## src/rtl/aarm_pkg.sv

```systemverilog
`timescale 1ns / 1ps
// ----------------------------------------------------------------------------
// Axis-angle rotation matrix: shared types and constants
// Data records handed between the cells of the square-root, divider and
// CORDIC chains, plus the constant tables used by those chains.
// ----------------------------------------------------------------------------
package aarm_pkg;

  // Fixed pipeline depths of the normalization path and the matrix stages.
  localparam int unsigned SQRT_STEPS   = 32;
  localparam int unsigned DIV_STEPS    = 31;
  localparam int unsigned NORM_LAT     = SQRT_STEPS + DIV_STEPS + 3;
  localparam int unsigned MAT_LAT      = 5;
  localparam int unsigned ATAN_ENTRIES = 24;

  // round(2^32 / (2*pi)): radians to a 32-bit turn fraction.
  localparam logic [29:0] TURN_PER_RAD = 30'd683565276;
  // CORDIC gain compensation in Q30.
  localparam logic signed [33:0] CORDIC_X0 = 34'sh026DD3B6A;

  // Arctangents of 2^-i in units of 2^-32 turn.
  localparam logic [31:0] ATAN_TURNS [ATAN_ENTRIES] = '{
    32'h20000000, 32'h12E4051E, 32'h09FB385B, 32'h051111D4, 32'h028B0D43,
    32'h0145D7E1, 32'h00A2F61E, 32'h00517C55, 32'h0028BE53, 32'h00145F2F,
    32'h000A2F98, 32'h000517CC, 32'h00028BE6, 32'h000145F3, 32'h0000A2FA,
    32'h0000517D, 32'h000028BE, 32'h0000145F, 32'h00000A30, 32'h00000518,
    32'h0000028C, 32'h00000146, 32'h000000A3, 32'h00000051
  };

  // Quarter turn that the phase was folded by.
  typedef enum logic [1:0] {
    QUAD_0 = 2'd0,
    QUAD_1 = 2'd1,
    QUAD_2 = 2'd2,
    QUAD_3 = 2'd3
  } aarm_quad_e;

  typedef struct packed {
    logic [63:0]      v;
    logic [63:0]      r;
    logic [2:0][15:0] axis;
    logic             zero;
  } aarm_sqrt_t;

  typedef struct packed {
    logic [32:0]      len;
    logic [2:0][32:0] rem;
    logic [2:0][30:0] low;
    logic [2:0][30:0] quo;
    logic [2:0]       neg;
    logic             zero;
  } aarm_div_t;

  typedef struct packed {
    logic signed [33:0] x;
    logic signed [33:0] y;
    logic signed [32:0] z;
    aarm_quad_e         quad;
  } aarm_cordic_t;

  typedef struct packed {
    logic signed [33:0] c;
    logic signed [33:0] s;
  } aarm_sincos_t;

endpackage

```

## src/rtl/aarm_div_cell.sv

```systemverilog
`timescale 1ns / 1ps
// ----------------------------------------------------------------------------
// Divider cell
// One restoring-division quotient bit for each of the three axis components.
// ----------------------------------------------------------------------------
module aarm_div_cell (
  input  logic               clk_i,
  input  logic               en_i,
  input  aarm_pkg::aarm_div_t cell_i,
  output aarm_pkg::aarm_div_t cell_o
);
  import aarm_pkg::*;

  aarm_div_t   cell_d, cell_q;
  logic [33:0] trial [3];
  logic        fit   [3];

  always_comb begin
    cell_d = cell_i;
    for (int i = 0; i < 3; i++) begin
      trial[i] = {cell_i.rem[i], cell_i.low[i][30]};
      fit[i]   = trial[i] >= {1'b0, cell_i.len};
      cell_d.rem[i] = fit[i] ? 33'(trial[i] - {1'b0, cell_i.len}) : trial[i][32:0];
      cell_d.low[i] = {cell_i.low[i][29:0], 1'b0};
      cell_d.quo[i] = {cell_i.quo[i][29:0], fit[i]};
    end
  end

  always_ff @(posedge clk_i) begin
    if (en_i) begin
      cell_q <= cell_d;
    end
  end

  assign cell_o = cell_q;

endmodule

```

## config.mk

```make
export PLATFORM = sky130hd
export DESIGN_NAME = aarm_div_cell
export DESIGN_NICKNAME = d
export VERILOG_FILES = /design/src/rtl/aarm_pkg.sv /design/src/rtl/aarm_div_cell.sv
export SDC_FILE = /design/constraint.sdc
export NUM_CORES = 1
export LEC_CHECK = 0
export ABC_AREA = 1
export ABC_CLOCK_PERIOD_IN_PS = 2100
export BUFFER_PORTS_ARGS = -buffer_cell sky130_fd_sc_hd__buf_2
export CORE_AREA = 2 2 253 255
export DETAILED_ROUTE_END_ITERATION = 10
export DIE_AREA = 0 0 255 257
export GPL_TIMING_DRIVEN = 0
export SYNTH_ARGS = -nofsm -noshare
export SYNTH_HDL_FRONTEND = slang
export SYNTH_SLANG_ARGS = --single-unit
```

## constraint.sdc

```tcl
create_clock -name clk_i -period 2.1 [get_ports clk_i]
set_input_delay 0.315 -clock clk_i [delete_from_list [all_inputs] [get_ports clk_i]]
set_output_delay 0.315 -clock clk_i [all_outputs]
set_load 0.03 [all_outputs]
```

==> results.toml <==
[final_layout]
final_cell_mix = "nand2_1, buf_2, inv_1"
final_common_cell = "nand2_1"
fin_nets = 3667
area_growth_syn_to_layout_pct = 48.68
drive_gt1_frac = 0.3125
multiInputGateArea_mm2 = 0.008808
fillerInstances = 6146
largest_reg_flops = 319
sequential_cell_area_mm2 = 0.009579
finish.utilization = 0.4574

[clock_tree]
cts_buffer_depth = 3
cts_inserted_buffers = 40
cts_root_buffer = "clkbuf_16"
clkTransAtPathRegs_ns = 0.05
clock_sinks = 319
cts_max_level = 2
cts_tree = "done"

[logic_synthesis]
ys_types = 35
ys_warn_count = 0
syn_inst = 2295
syn_avg_cell_area_um2 = 8.409
synth-seq-cells = 319
synthFlopType = "edfxtp_1"
netlist_area_mm2 = 0.01930
yosysSeqAreaShare = 0.4964
synth_edf_count = 319
async_flop_share = 0

[pwr]
power_mw = 21.16
peakVddDrop_uv = 483.4
powerDensity_mw_per_mm2 = 737.4
leakage_nw = 13.95

[worst_setup_path]
worst-endpoint-required_ns = 2.40
cpMostUsedCell = "nand2_2"
arrival_ns = 2.36
crit_path_end_kind = "register"
worstSetupStartpointType = "input port"
cp.buffers_inverters = 4
setup.worst_path.start = "cell_i[319]"
cp_max_fo = 7
path_delay_family = "simple AND/OR/NAND/NOR gates"
critPathSlowestCell = "ha_1"
path_class = "in -> reg"
path_cells = "buf_2, clkinvlp_4, buf_12, ha_1, nand2_2, nor2_2, nand2_1, nor3_2, nand2_1, nand2_2, nor2_4, nand2_8, buf_12, nand3_2, nand2_2"
cp_slowest_stage_delay_ns = 0.35

[job]
maxCapViolCount = 0

[floorplanning]
die_h_um = 257
start_util = 0.3076
num_rows = 92
die_w_um = 255
die_area_mm2 = 0.06554
core_area_mm2 = 0.06274
io_pins = 646

[grt]
grt_max_degree = 118
gr-total-overflow = 0
grt_use_total = 0.2608
antenna_found_initial = 21
grt_pass1_vias = 17960
grt_pass1_wl_um = 122200

[timing]
drv_slew = 0
rsz0062_at_grt = "true"
relSlewSlack = 0.4390
finalSetupViolations = 0
hold_viol = 0
post-route-period-util = 0.9847
finalSetupTns_ns = 0
tightestPinTransition_ns = 0.8415
max_freq_mhz = 483.6
fin_crit_ns = 2.068

[place]
gp_congestion = 0.9534
portBuffers = 639
dp_hpwl_um = 70580

[routing]
via_per_inst = 4.514
drc = 0
vias = 18621
drt-total-wl_um = 88800
ant_nets = 0
first_iter_violations = 1312
dr.pass1.iters = 6
wl_per_cell_um = 21.53

[min_path]
min_from = "cell_i[291]"
holdPathEnd = "cell_o[291]"
worstHoldPathCells = 1
hold_class = "in -> reg"

[outcome]
outcome = "finished clean"
[synth_stat cells (5+ instances only)]
library cell | instances | share of area
buf_4 | 5 | 0.0019
nand3_2 | 41 | 0.021
and2_1 | 18 | 0.0058
a21o_1 | 6 | 0.0023
nor3_1 | 23 | 0.0060
nor3_2 | 7 | 0.0036
inv_2 | 12 | 0.0023
nor2_1 | 111 | 0.022
inv_1 | 398 | 0.077
nand4_1 | 6 | 0.0019
nor2_4 | 5 | 0.0029
nand2_2 | 17 | 0.0055
edfxtp_1 | 319 | 0.50
ha_1 | 99 | 0.064
a21oi_1 | 61 | 0.016
or2_2 | 7 | 0.0023
nand2_1 | 869 | 0.17
nand3b_1 | 33 | 0.013
buf_2 | 16 | 0.0041
xor2_1 | 39 | 0.018
nor2_2 | 11 | 0.0036
buf_6 | 5 | 0.0029
nand3_1 | 162 | 0.042
[cells by family after synthesis]
family | after synthesis | share of synthesized area
xor+xnor | 42 | 0.01906
other cells | 1 | 0.0001943
compound gates | 72 | 0.01977
flops | 319 | 0.4964
simple gates | 1319 | 0.3049
fa+ha+maj | 102 | 0.06730
buf+inv | 440 | 0.09239
[repair_timing]
action,CTS,global route
gates cloned,0,3
pin swaps,4,18
hold buffers,214,0
setup endpoints to repair,51,95
hold endpoints to repair,214,0
gates resized for setup,45,132
setup buffers,21,23
[area by class of cell]
cell class | instances | share of cell area
antenna | 9 | 0.0007849
buffer | 30 | 0.009244
clock buffer | 49 | 0.03606
clock inverter | 22 | 0.006018
inverter | 410 | 0.05743
multi-input combinational | 1539 | 0.3070
sequential | 319 | 0.3338
tap | 846 | 0.03689
timing repair buffer | 901 | 0.2127
[how the worst max path moves through the flow]
stage,cells past startpoint,slack [ns],end
2_1_floorplan,13,0.13,cell_o[215]
3_3_place_gp,1,-4.31,cell_o[124]
3_5_place_dp,13,-0.85,cell_o[230]
4_1_cts,14,-0.002,cell_o[247]
5_1_grt,15,-0.04,cell_o[247]
6_report,15,0.03,cell_o[210]
[report_power, final]
group / switching, mW / total [mW] / internal, mW
combinational: 4.37 / 6.59 / 2.21
sequential: 0.187 / 7.99 / 7.81
clock: 2.83 / 6.58 / 3.75
[through the flow]
step	worst slack (ns)	std cells	cell area, um2	hold slack (ns)
final	0.03223	4125	28690	0.04450
after global routing	-0.04329	4121	28680	0.01822
after CTS	-0.002061	4090	27560	0.002652
after detailed placement	-0.8540	3784	23630	0.4932
after global placement	-4.310	3782	23560	0.4913
after floorplan	0.1319	2297	19310	0.4139
[per-layer routing]
layer | track usage | vias up | share of wire
li1 | - | 9230 | -
met1 | 0.3121 | 8603 | 0.40
met2 | 0.4538 | 646 | 0.49
met3 | 0.04552 | 132 | 0.060
met4 | 0.1176 | 10 | 0.051
met5 | 0 | - | 0.00071
Note: power is estimated with default switching activity, not from simulation.
