## src/rtl/aarm_pkg.sv

```systemverilog
`timescale 1ns / 1ps
// ----------------------------------------------------------------------------
// Axis-angle rotation matrix: shared types and constants
// Data records handed between the cells of the square-root, divider and
// CORDIC chains, plus the constant tables used by those chains.
// ----------------------------------------------------------------------------
package aarm_pkg;

  // Fixed pipeline depths of the normalization path and the matrix stages.
  localparam int unsigned SQRT_STEPS   = 32;
  localparam int unsigned DIV_STEPS    = 31;
  localparam int unsigned NORM_LAT     = SQRT_STEPS + DIV_STEPS + 3;
  localparam int unsigned MAT_LAT      = 5;
  localparam int unsigned ATAN_ENTRIES = 24;

  // round(2^32 / (2*pi)): radians to a 32-bit turn fraction.
  localparam logic [29:0] TURN_PER_RAD = 30'd683565276;
  // CORDIC gain compensation in Q30.
  localparam logic signed [33:0] CORDIC_X0 = 34'sh026DD3B6A;

  // Arctangents of 2^-i in units of 2^-32 turn.
  localparam logic [31:0] ATAN_TURNS [ATAN_ENTRIES] = '{
    32'h20000000, 32'h12E4051E, 32'h09FB385B, 32'h051111D4, 32'h028B0D43,
    32'h0145D7E1, 32'h00A2F61E, 32'h00517C55, 32'h0028BE53, 32'h00145F2F,
    32'h000A2F98, 32'h000517CC, 32'h00028BE6, 32'h000145F3, 32'h0000A2FA,
    32'h0000517D, 32'h000028BE, 32'h0000145F, 32'h00000A30, 32'h00000518,
    32'h0000028C, 32'h00000146, 32'h000000A3, 32'h00000051
  };

  // Quarter turn that the phase was folded by.
  typedef enum logic [1:0] {
    QUAD_0 = 2'd0,
    QUAD_1 = 2'd1,
    QUAD_2 = 2'd2,
    QUAD_3 = 2'd3
  } aarm_quad_e;

  typedef struct packed {
    logic [63:0]      v;
    logic [63:0]      r;
    logic [2:0][15:0] axis;
    logic             zero;
  } aarm_sqrt_t;

  typedef struct packed {
    logic [32:0]      len;
    logic [2:0][32:0] rem;
    logic [2:0][30:0] low;
    logic [2:0][30:0] quo;
    logic [2:0]       neg;
    logic             zero;
  } aarm_div_t;

  typedef struct packed {
    logic signed [33:0] x;
    logic signed [33:0] y;
    logic signed [32:0] z;
    aarm_quad_e         quad;
  } aarm_cordic_t;

  typedef struct packed {
    logic signed [33:0] c;
    logic signed [33:0] s;
  } aarm_sincos_t;

endpackage

```

## src/rtl/aarm_sqrt_cell.sv

```systemverilog
`timescale 1ns / 1ps
// ----------------------------------------------------------------------------
// Square-root cell
// One digit-by-digit step of the integer square root, registered.
// ----------------------------------------------------------------------------
module aarm_sqrt_cell #(
  parameter int unsigned IDX = 0
) (
  input  logic                clk_i,
  input  logic                en_i,
  input  aarm_pkg::aarm_sqrt_t cell_i,
  output aarm_pkg::aarm_sqrt_t cell_o
);
  import aarm_pkg::*;

  localparam logic [63:0] BIT = 64'd1 << (2 * (31 - IDX));

  aarm_sqrt_t  cell_d, cell_q;
  logic [64:0] trial;

  always_comb begin
    cell_d = cell_i;
    trial  = {1'b0, cell_i.r} + {1'b0, BIT};
    if ({1'b0, cell_i.v} >= trial) begin
      cell_d.v = cell_i.v - trial[63:0];
      cell_d.r = (cell_i.r >> 1) + BIT;
    end else begin
      cell_d.r = cell_i.r >> 1;
    end
  end

  always_ff @(posedge clk_i) begin
    if (en_i) begin
      cell_q <= cell_d;
    end
  end

  assign cell_o = cell_q;

endmodule

```

## config.mk

```make
export PLATFORM = sky130hd
export DESIGN_NAME = aarm_sqrt_cell
export DESIGN_NICKNAME = d
export VERILOG_FILES = /design/src/rtl/aarm_pkg.sv /design/src/rtl/aarm_sqrt_cell.sv
export SDC_FILE = /design/constraint.sdc
export NUM_CORES = 1
export LEC_CHECK = 0
export BUFFER_PORTS_ARGS = -buffer_cell sky130_fd_sc_hd__buf_2
export CAP_MARGIN = 25
export CORE_AREA = 3 3 165 167
export CTS_CLUSTER_DIAMETER = 80
export DETAILED_ROUTE_END_ITERATION = 12
export DIE_AREA = 0 0 168 170
export MAX_ROUTING_LAYER = met4
export PLACE_DENSITY = 0.71
export SLEW_MARGIN = 20
export SYNTH_ARGS = -nofsm -noshare
export SYNTH_HDL_FRONTEND = slang
export SYNTH_SLANG_ARGS = --single-unit
export TNS_END_PERCENT = 30
```

## constraint.sdc

```tcl
create_clock -name clk_i -period 4 [get_ports clk_i]
set_input_delay 0.4 -clock clk_i [delete_from_list [all_inputs] [get_ports clk_i]]
set_output_delay 0.4 -clock clk_i [all_outputs]
set_load 0.02 [all_outputs]
```

==> results of run 1 <==
## worst max path at each step
stage                start           to  slack (ps)  cells after the start
6_report        cell_i[50]  cell_o[160]         450                     14
5_1_grt         cell_i[56]  cell_o[168]         230                     13
4_1_cts         cell_i[50]  cell_o[168]         530                     14
3_5_place_dp    cell_i[50]  cell_o[168]          50                     14
3_3_place_gp   cell_i[109]  cell_o[158]         110                     12
2_1_floorplan   cell_i[92]  cell_o[172]         620                     12
## through the flow
step / cell area (um2) / setup WS, ps
2_1_floorplan: 10300 / 620
3_3_place_gp: 12500 / 108
3_5_place_dp: 12500 / 47.9
4_1_cts: 13100 / 527
5_1_grt: 13100 / 235
6_report: 13100 / 451
## cell usage in the layout (no fill, tap or decap), types with 39 or more instances in the layout
cell,instances
buf_2,354
edfxtp_1,177
a21oi_1,85
inv_1,83
nand2_1,71
ha_1,65
mux2_1,48
o21ai_0,45
nor2_1,42
xnor2_1,39
## per-layer routing
metal	up-vias	GRT usage (%)
met1	3924	26.0
met3	47	4.34
met2	351	33.8
met4	0	5.62
li1	4122	-
met5	-	-
## critical path: cells and delay by family
family                   cells  cell delay (ps)
XOR/XNOR                     1              180
AO/OA/AOI/OAI                7             2170
buffers and inverters        3              310
multiplexers                 1              270
AND/OR/NAND/NOR              1              120
adder cells (fa/ha/maj)      1              270
## power breakdown
group	switching, mW	internal (mW)	leakage, nW
Combinational	0.902	0.572	3.89
Sequential	0.0461	2.27	1.73
Clock	0.850	0.846	0.288
Total	1.80	3.69	5.91
## cells by family after synthesis
kind of cell,count (synthesis),synth area share (%)
mux,63,6.87
flops,177,51.7
buf+inv,117,4.69
simple gates,186,8.52
fa+ha+maj,66,8.11
xor+xnor,62,5.28
compound gates,246,14.8
## area by class of cell
| cell class | count | area share [%] |
|---|---|---|
| Sequential cell | 177 | 40.5 |
| Inverter | 83 | 2.37 |
| Antenna cell | 2 | 0.0381 |
| Clock buffer | 18 | 3.27 |
| Multi-Input combinational cell | 623 | 34.2 |
| Tap cell | 335 | 3.19 |
| Timing Repair Buffer | 377 | 15.1 |
| Clock inverter | 14 | 1.24 |
==> flow_metrics.py, run 1 <==
metrics = {
    "status": {
        "outcome": "completed",
    },
    "synthesis": {
        "synth_flop_cell": "edfxtp_1",
        "synth_top_area_share_pct": 51.7,
        "syn_nets": 1162,
        "seq_area_frac_synth_pct": 51.7,
        "syn_area_per_cell_um2": 11.2,
        "synth_enable_flop_cells": 177,
        "synth_warnings": 0,
        "synth.area.top_cells": "edfxtp_1 (52%), ha_1 (7.9%), mux2_1 (5.3%), a21oi_1 (4.1%), xnor2_1 (3.3%)",
        "synthTopCellsByCount": "edfxtp_1 (177), a21oi_1 (85), inv_1 (83), nand2_1 (71), ha_1 (65)",
        "async_reset_ff_share_pct": 0,
        "synth_cell_types": 60,
        "synth_cells": 917,
        "synth_most_common_cell": "edfxtp_1",
        "synth_seq_cells": 177,
        "mappedNetlistArea_um2": 10300,
        "synth_largest_area_cell": "edfxtp_1",
    },
    "detailed_routing": {
        "drtIter0Drc": 609,
        "dr_wl_met2_um": 14300,
        "wl_per_cell_um": 18.2,
        "met3_length_um": 2160,
        "drt-total-wl_um": 29700,
        "dr.pass1.iters": 5,
        "routed.top_layer": "met4",
        "drc_errors": 0,
        "vias": 8444,
        "ant_nets": 0,
        "drt-met1-wl_um": 12600,
        "vias_per_cell": 5.18,
    },
    "cts": {
        "clock_path_buffers": 2,
        "cts.sinks": 177,
        "h-tree-depth": 4,
        "root_buffer": "clkbuf_16",
        "hold_buffers": 0,
        "postCtsResizedCells": 0,
        "cts_tree": "built",
        "cts_buffers": 17,
        "postCtsSetupRepairBufs": 0,
        "path_clk_slew_ps": 80,
    },
    "global_route": {
        "grt_overflow": 0,
        "grt_max_degree": 81,
        "grt_pass1_wl_um": 45100,
        "grt_use_total_pct": 20.6,
        "antenna_found_initial": 2,
        "grt_pass1_vias": 8416,
    },
    "finish": {
        "regArea_um2": 5320,
        "fin_nets": 1524,
        "fill_cells": 2407,
        "multi_input_area_um2": 4490,
        "fin_util_pct": 50.7,
        "largest_register_ffs": 177,
        "finalNonFillerCells": 1629,
        "drive_gt1_share_pct": 33.0,
        "syn2layout_area_growth_pct": 27.7,
    },
    "sta": {
        "worst_pin_slew_ps": 755,
        "finalSetupViolations": 0,
        "rsz0062_at_grt": "false",
        "hold_slack_ps": 137,
        "post-route-min-period_ps": 3550,
        "fin_crit_sh_pct": 88.7,
        "fmax_mhz": 282,
        "slew_violations": 0,
        "slew_headroom_pct": 49.0,
        "finalHoldViolCount": 0,
        "finalSetupTns_ps": 0,
    },
    "min_path": {
        "min_path_cells": 1,
        "min_from": "cell_i[34]",
        "hold_path.class": "input pin to flip-flop",
        "holdPathEnd": "cell_o[34]",
    },
    "setup_path": {
        "path_cells": "buf_2 -> inv_1 -> ha_1 -> nor2b_1 -> o21ai_0 -> o21a_1 -> buf_4 -> a2bb2oi_1 -> a31oi_1 -> a41oi_1 -> o21ai_1 -> a21boi_0 -> xnor2_1 -> mux2_1",
        "cp.arrival_ps": 3730,
        "critical-path-max-stage-delay_ps": 690,
        "slowest_stage": "o21ai_1",
        "cp-start-kind": "input pin",
        "worstSetupPathType": "input pin to flip-flop",
        "endpoint_kind": "flip-flop",
        "path_max_fanout": 6,
        "required_ps": 4190,
    },
    "placement": {
        "dp.cells": 1595,
        "io_buffers": 355,
        "place.gp.congestion": 0.898,
        "place_hpwl_um": 23800,
    },
    "pwr": {
        "total_power_mw": 5.48,
        "pwr_density_cell_nw_per_um2": 418,
        "p_leak_nw": 5.91,
        "ir_drop_v": 0.000221,
    },
    "die": {
        "initial_core_util_pct": 39.7,
        "die_area_um2": 28600,
        "coreArea_um2": 25900,
        "num_rows": 59,
        "dieHeight_um": 170,
        "die-width_um": 168,
        "ios": 356,
    },
    "flow_run": {
        "max_cap_violations": 0,
    },
}
Power figures use the tool's default switching activity.
==> run 2, diff against run 1 <==
--- a/config.mk
+++ b/config.mk
@@ -9,6 +9,7 @@
 export CAP_MARGIN = 25
 export CORE_AREA = 3 3 165 167
 export CTS_CLUSTER_DIAMETER = 80
+export CTS_CLUSTER_SIZE = 8
 export DETAILED_ROUTE_END_ITERATION = 12
 export DIE_AREA = 0 0 168 170
 export MAX_ROUTING_LAYER = met4
==> constraint.sdc (replaced) <==
create_clock -name clk_i -period 3.4 [get_ports clk_i]
set_input_delay 0.34 -clock clk_i [delete_from_list [all_inputs] [get_ports clk_i]]
set_output_delay 0.34 -clock clk_i [all_outputs]
set_load 0.02 [all_outputs]
==> flow_metrics.py, run 2 (synthesis results as in run 1) <==
metrics = {
    "setup_path": {
        "cp.arrival_ps": 3370,
        "critical-path-max-stage-delay_ps": 440,
        "path_max_fanout": 3,
        "endpoint_kind": "flip-flop",
        "required_ps": 3580,
        "worstSetupPathType": "input pin to flip-flop",
        "cp-start-kind": "input pin",
        "slowest_stage": "a2111oi_1",
        "path_cells": "buf_2 -> inv_1 -> ha_1 -> a21oi_1 -> o21ai_1 -> a221oi_1 -> buf_4 -> nand2_1 -> a2111oi_1 -> buf_4 -> nor2_1 -> o211ai_1 -> a21oi_1 -> xor2_1 -> mux2_1",
    },
    "finish": {
        "syn2layout_area_growth_pct": 34.5,
        "final_common_cell": "buf_2",
        "finalNonFillerCells": 1720,
        "final_area_um2": 13800,
        "fin_util_pct": 53.3,
        "fill_cells": 2367,
        "largest_register_ffs": 177,
        "drive_gt1_share_pct": 37.4,
        "mostFrequentLayoutCells": "buf_2 (354), edfxtp_1 (177), buf_4 (109)",
        "fin_nets": 1615,
    },
    "cts": {
        "root_buffer": "clkbuf_16",
        "cts.sinks": 177,
        "cts_tree": "built",
        "clock_path_buffers": 2,
        "cts_buffers": 17,
        "path_clk_slew_ps": 80,
        "h-tree-depth": 4,
        "hold_buffers": 0,
    },
    "sta": {
        "finalHoldViolCount": 0,
        "fin_crit_sh_pct": 93.7,
        "fmax_mhz": 314,
        "slew_headroom_pct": 50.7,
        "slew_violations": 0,
        "finalSetupViolations": 0,
        "rsz0062_at_grt": "false",
        "worst_pin_slew_ps": 739,
        "post-route-min-period_ps": 3190,
    },
    "pwr": {
        "ir_drop_v": 0.000330,
        "p_leak_nw": 6.35,
        "pwr_density_cell_nw_per_um2": 479,
    },
    "detailed_routing": {
        "drc_errors": 0,
        "dr.pass1.iters": 5,
        "wl_per_cell_um": 17.9,
        "vias_per_cell": 5.13,
        "drtIter0Drc": 574,
        "drt-total-wl_um": 30700,
        "ant_nets": 0,
        "vias": 8818,
    },
    "status": {
        "outcome": "completed",
    },
    "global_route": {
        "grt_overflow": 0,
        "antenna_found_initial": 2,
        "grt_pass1_vias": 8949,
        "grt_pass1_wl_um": 47600,
        "grt_use_total_pct": 21.5,
        "grt_max_degree": 86,
    },
    "placement": {
        "io_buffers": 355,
        "dpl-instance-area_um2": 13200,
        "place_hpwl_um": 24600,
        "place.gp.congestion": 0.943,
        "dp.cells": 1686,
    },
    "min_path": {
        "hold_path.class": "input pin to flip-flop",
        "min_path_cells": 1,
        "min_from": "cell_i[18]",
        "holdPathEnd": "cell_o[18]",
    },
    "die": {
        "initial_core_util_pct": 39.7,
        "die-width_um": 168,
        "dieHeight_um": 170,
        "coreArea_um2": 25900,
        "die_area_um2": 28600,
        "ios": 356,
        "num_rows": 59,
    },
    "flow_run": {
        "max_cap_violations": 0,
    },
}
run 2: final cells by class:
class | instances | area (um2) | share of cell area (%)
tap | 335 | 419 | 3.03
inverter | 83 | 312 | 2.25
multi-input combinational | 623 | 4500 | 32.5
antenna | 2 | 5.00 | 0.0362
clock buffer | 18 | 429 | 3.10
clock inverter | 14 | 163 | 1.18
timing repair buffer | 468 | 2680 | 19.4
sequential | 177 | 5320 | 38.5
run 2: what timing repair did:
item | in CTS | in global routing
setup endpoints to repair | 0 | 4
endpoints found under the hold margin | 0 | 0
setup buffers | 0 | 0
resized for setup | 0 | 1
run 2: critical path, delay by kind of cell:
| family | cells | cell delay, ps |
|---|---|---|
| buf+inv | 4 | 540 |
| mux | 1 | 280 |
| xor+xnor | 1 | 170 |
| simple gates | 2 | 130 |
| compound gates | 6 | 1630 |
| fa+ha+maj | 1 | 290 |
run 2: worst max-delay path by stage:
stage | from | to | slack [ps] | depth (start not counted)
3_5_place_dp | cell_i[80] | cell_o[173] | -340 | 15
4_1_cts | cell_i[80] | cell_o[173] | 110 | 15
2_1_floorplan | cell_i[92] | cell_o[172] | 80 | 12
3_3_place_gp | cell_i[80] | cell_o[173] | -440 | 15
6_report | cell_i[80] | cell_o[173] | 210 | 15
5_1_grt | cell_i[80] | cell_o[157] | 10 | 15
run 2: per-stage QoR:
stage	worst slack [ps]	TNS [ps]	hold slack [ps]	power (mW)
after floorplan	80.4	0	439	3.88
after global placement	-443	-8310	516	4.63
final	215	0	71.2	6.61
after detailed placement	-340	-11860	518	4.66
after global routing	13.3	0	41.3	6.94
after CTS	109	0	51.3	6.66
run 2: where the power goes:
part           internal [mW]  switching (mW)  leakage (nW)
Combinational          0.785            1.10          4.33
Clock                  0.990            1.01         0.288
Sequential              2.67          0.0536          1.73
Total                   4.45            2.17          6.35
run 2: per-layer routing:
metal | wire, um | track usage (%)
met2 | 14700 | 35.2
met3 | 1970 | 3.55
met1 | 13500 | 27.9
met4 | 498 | 5.76
met5 | 0 | -
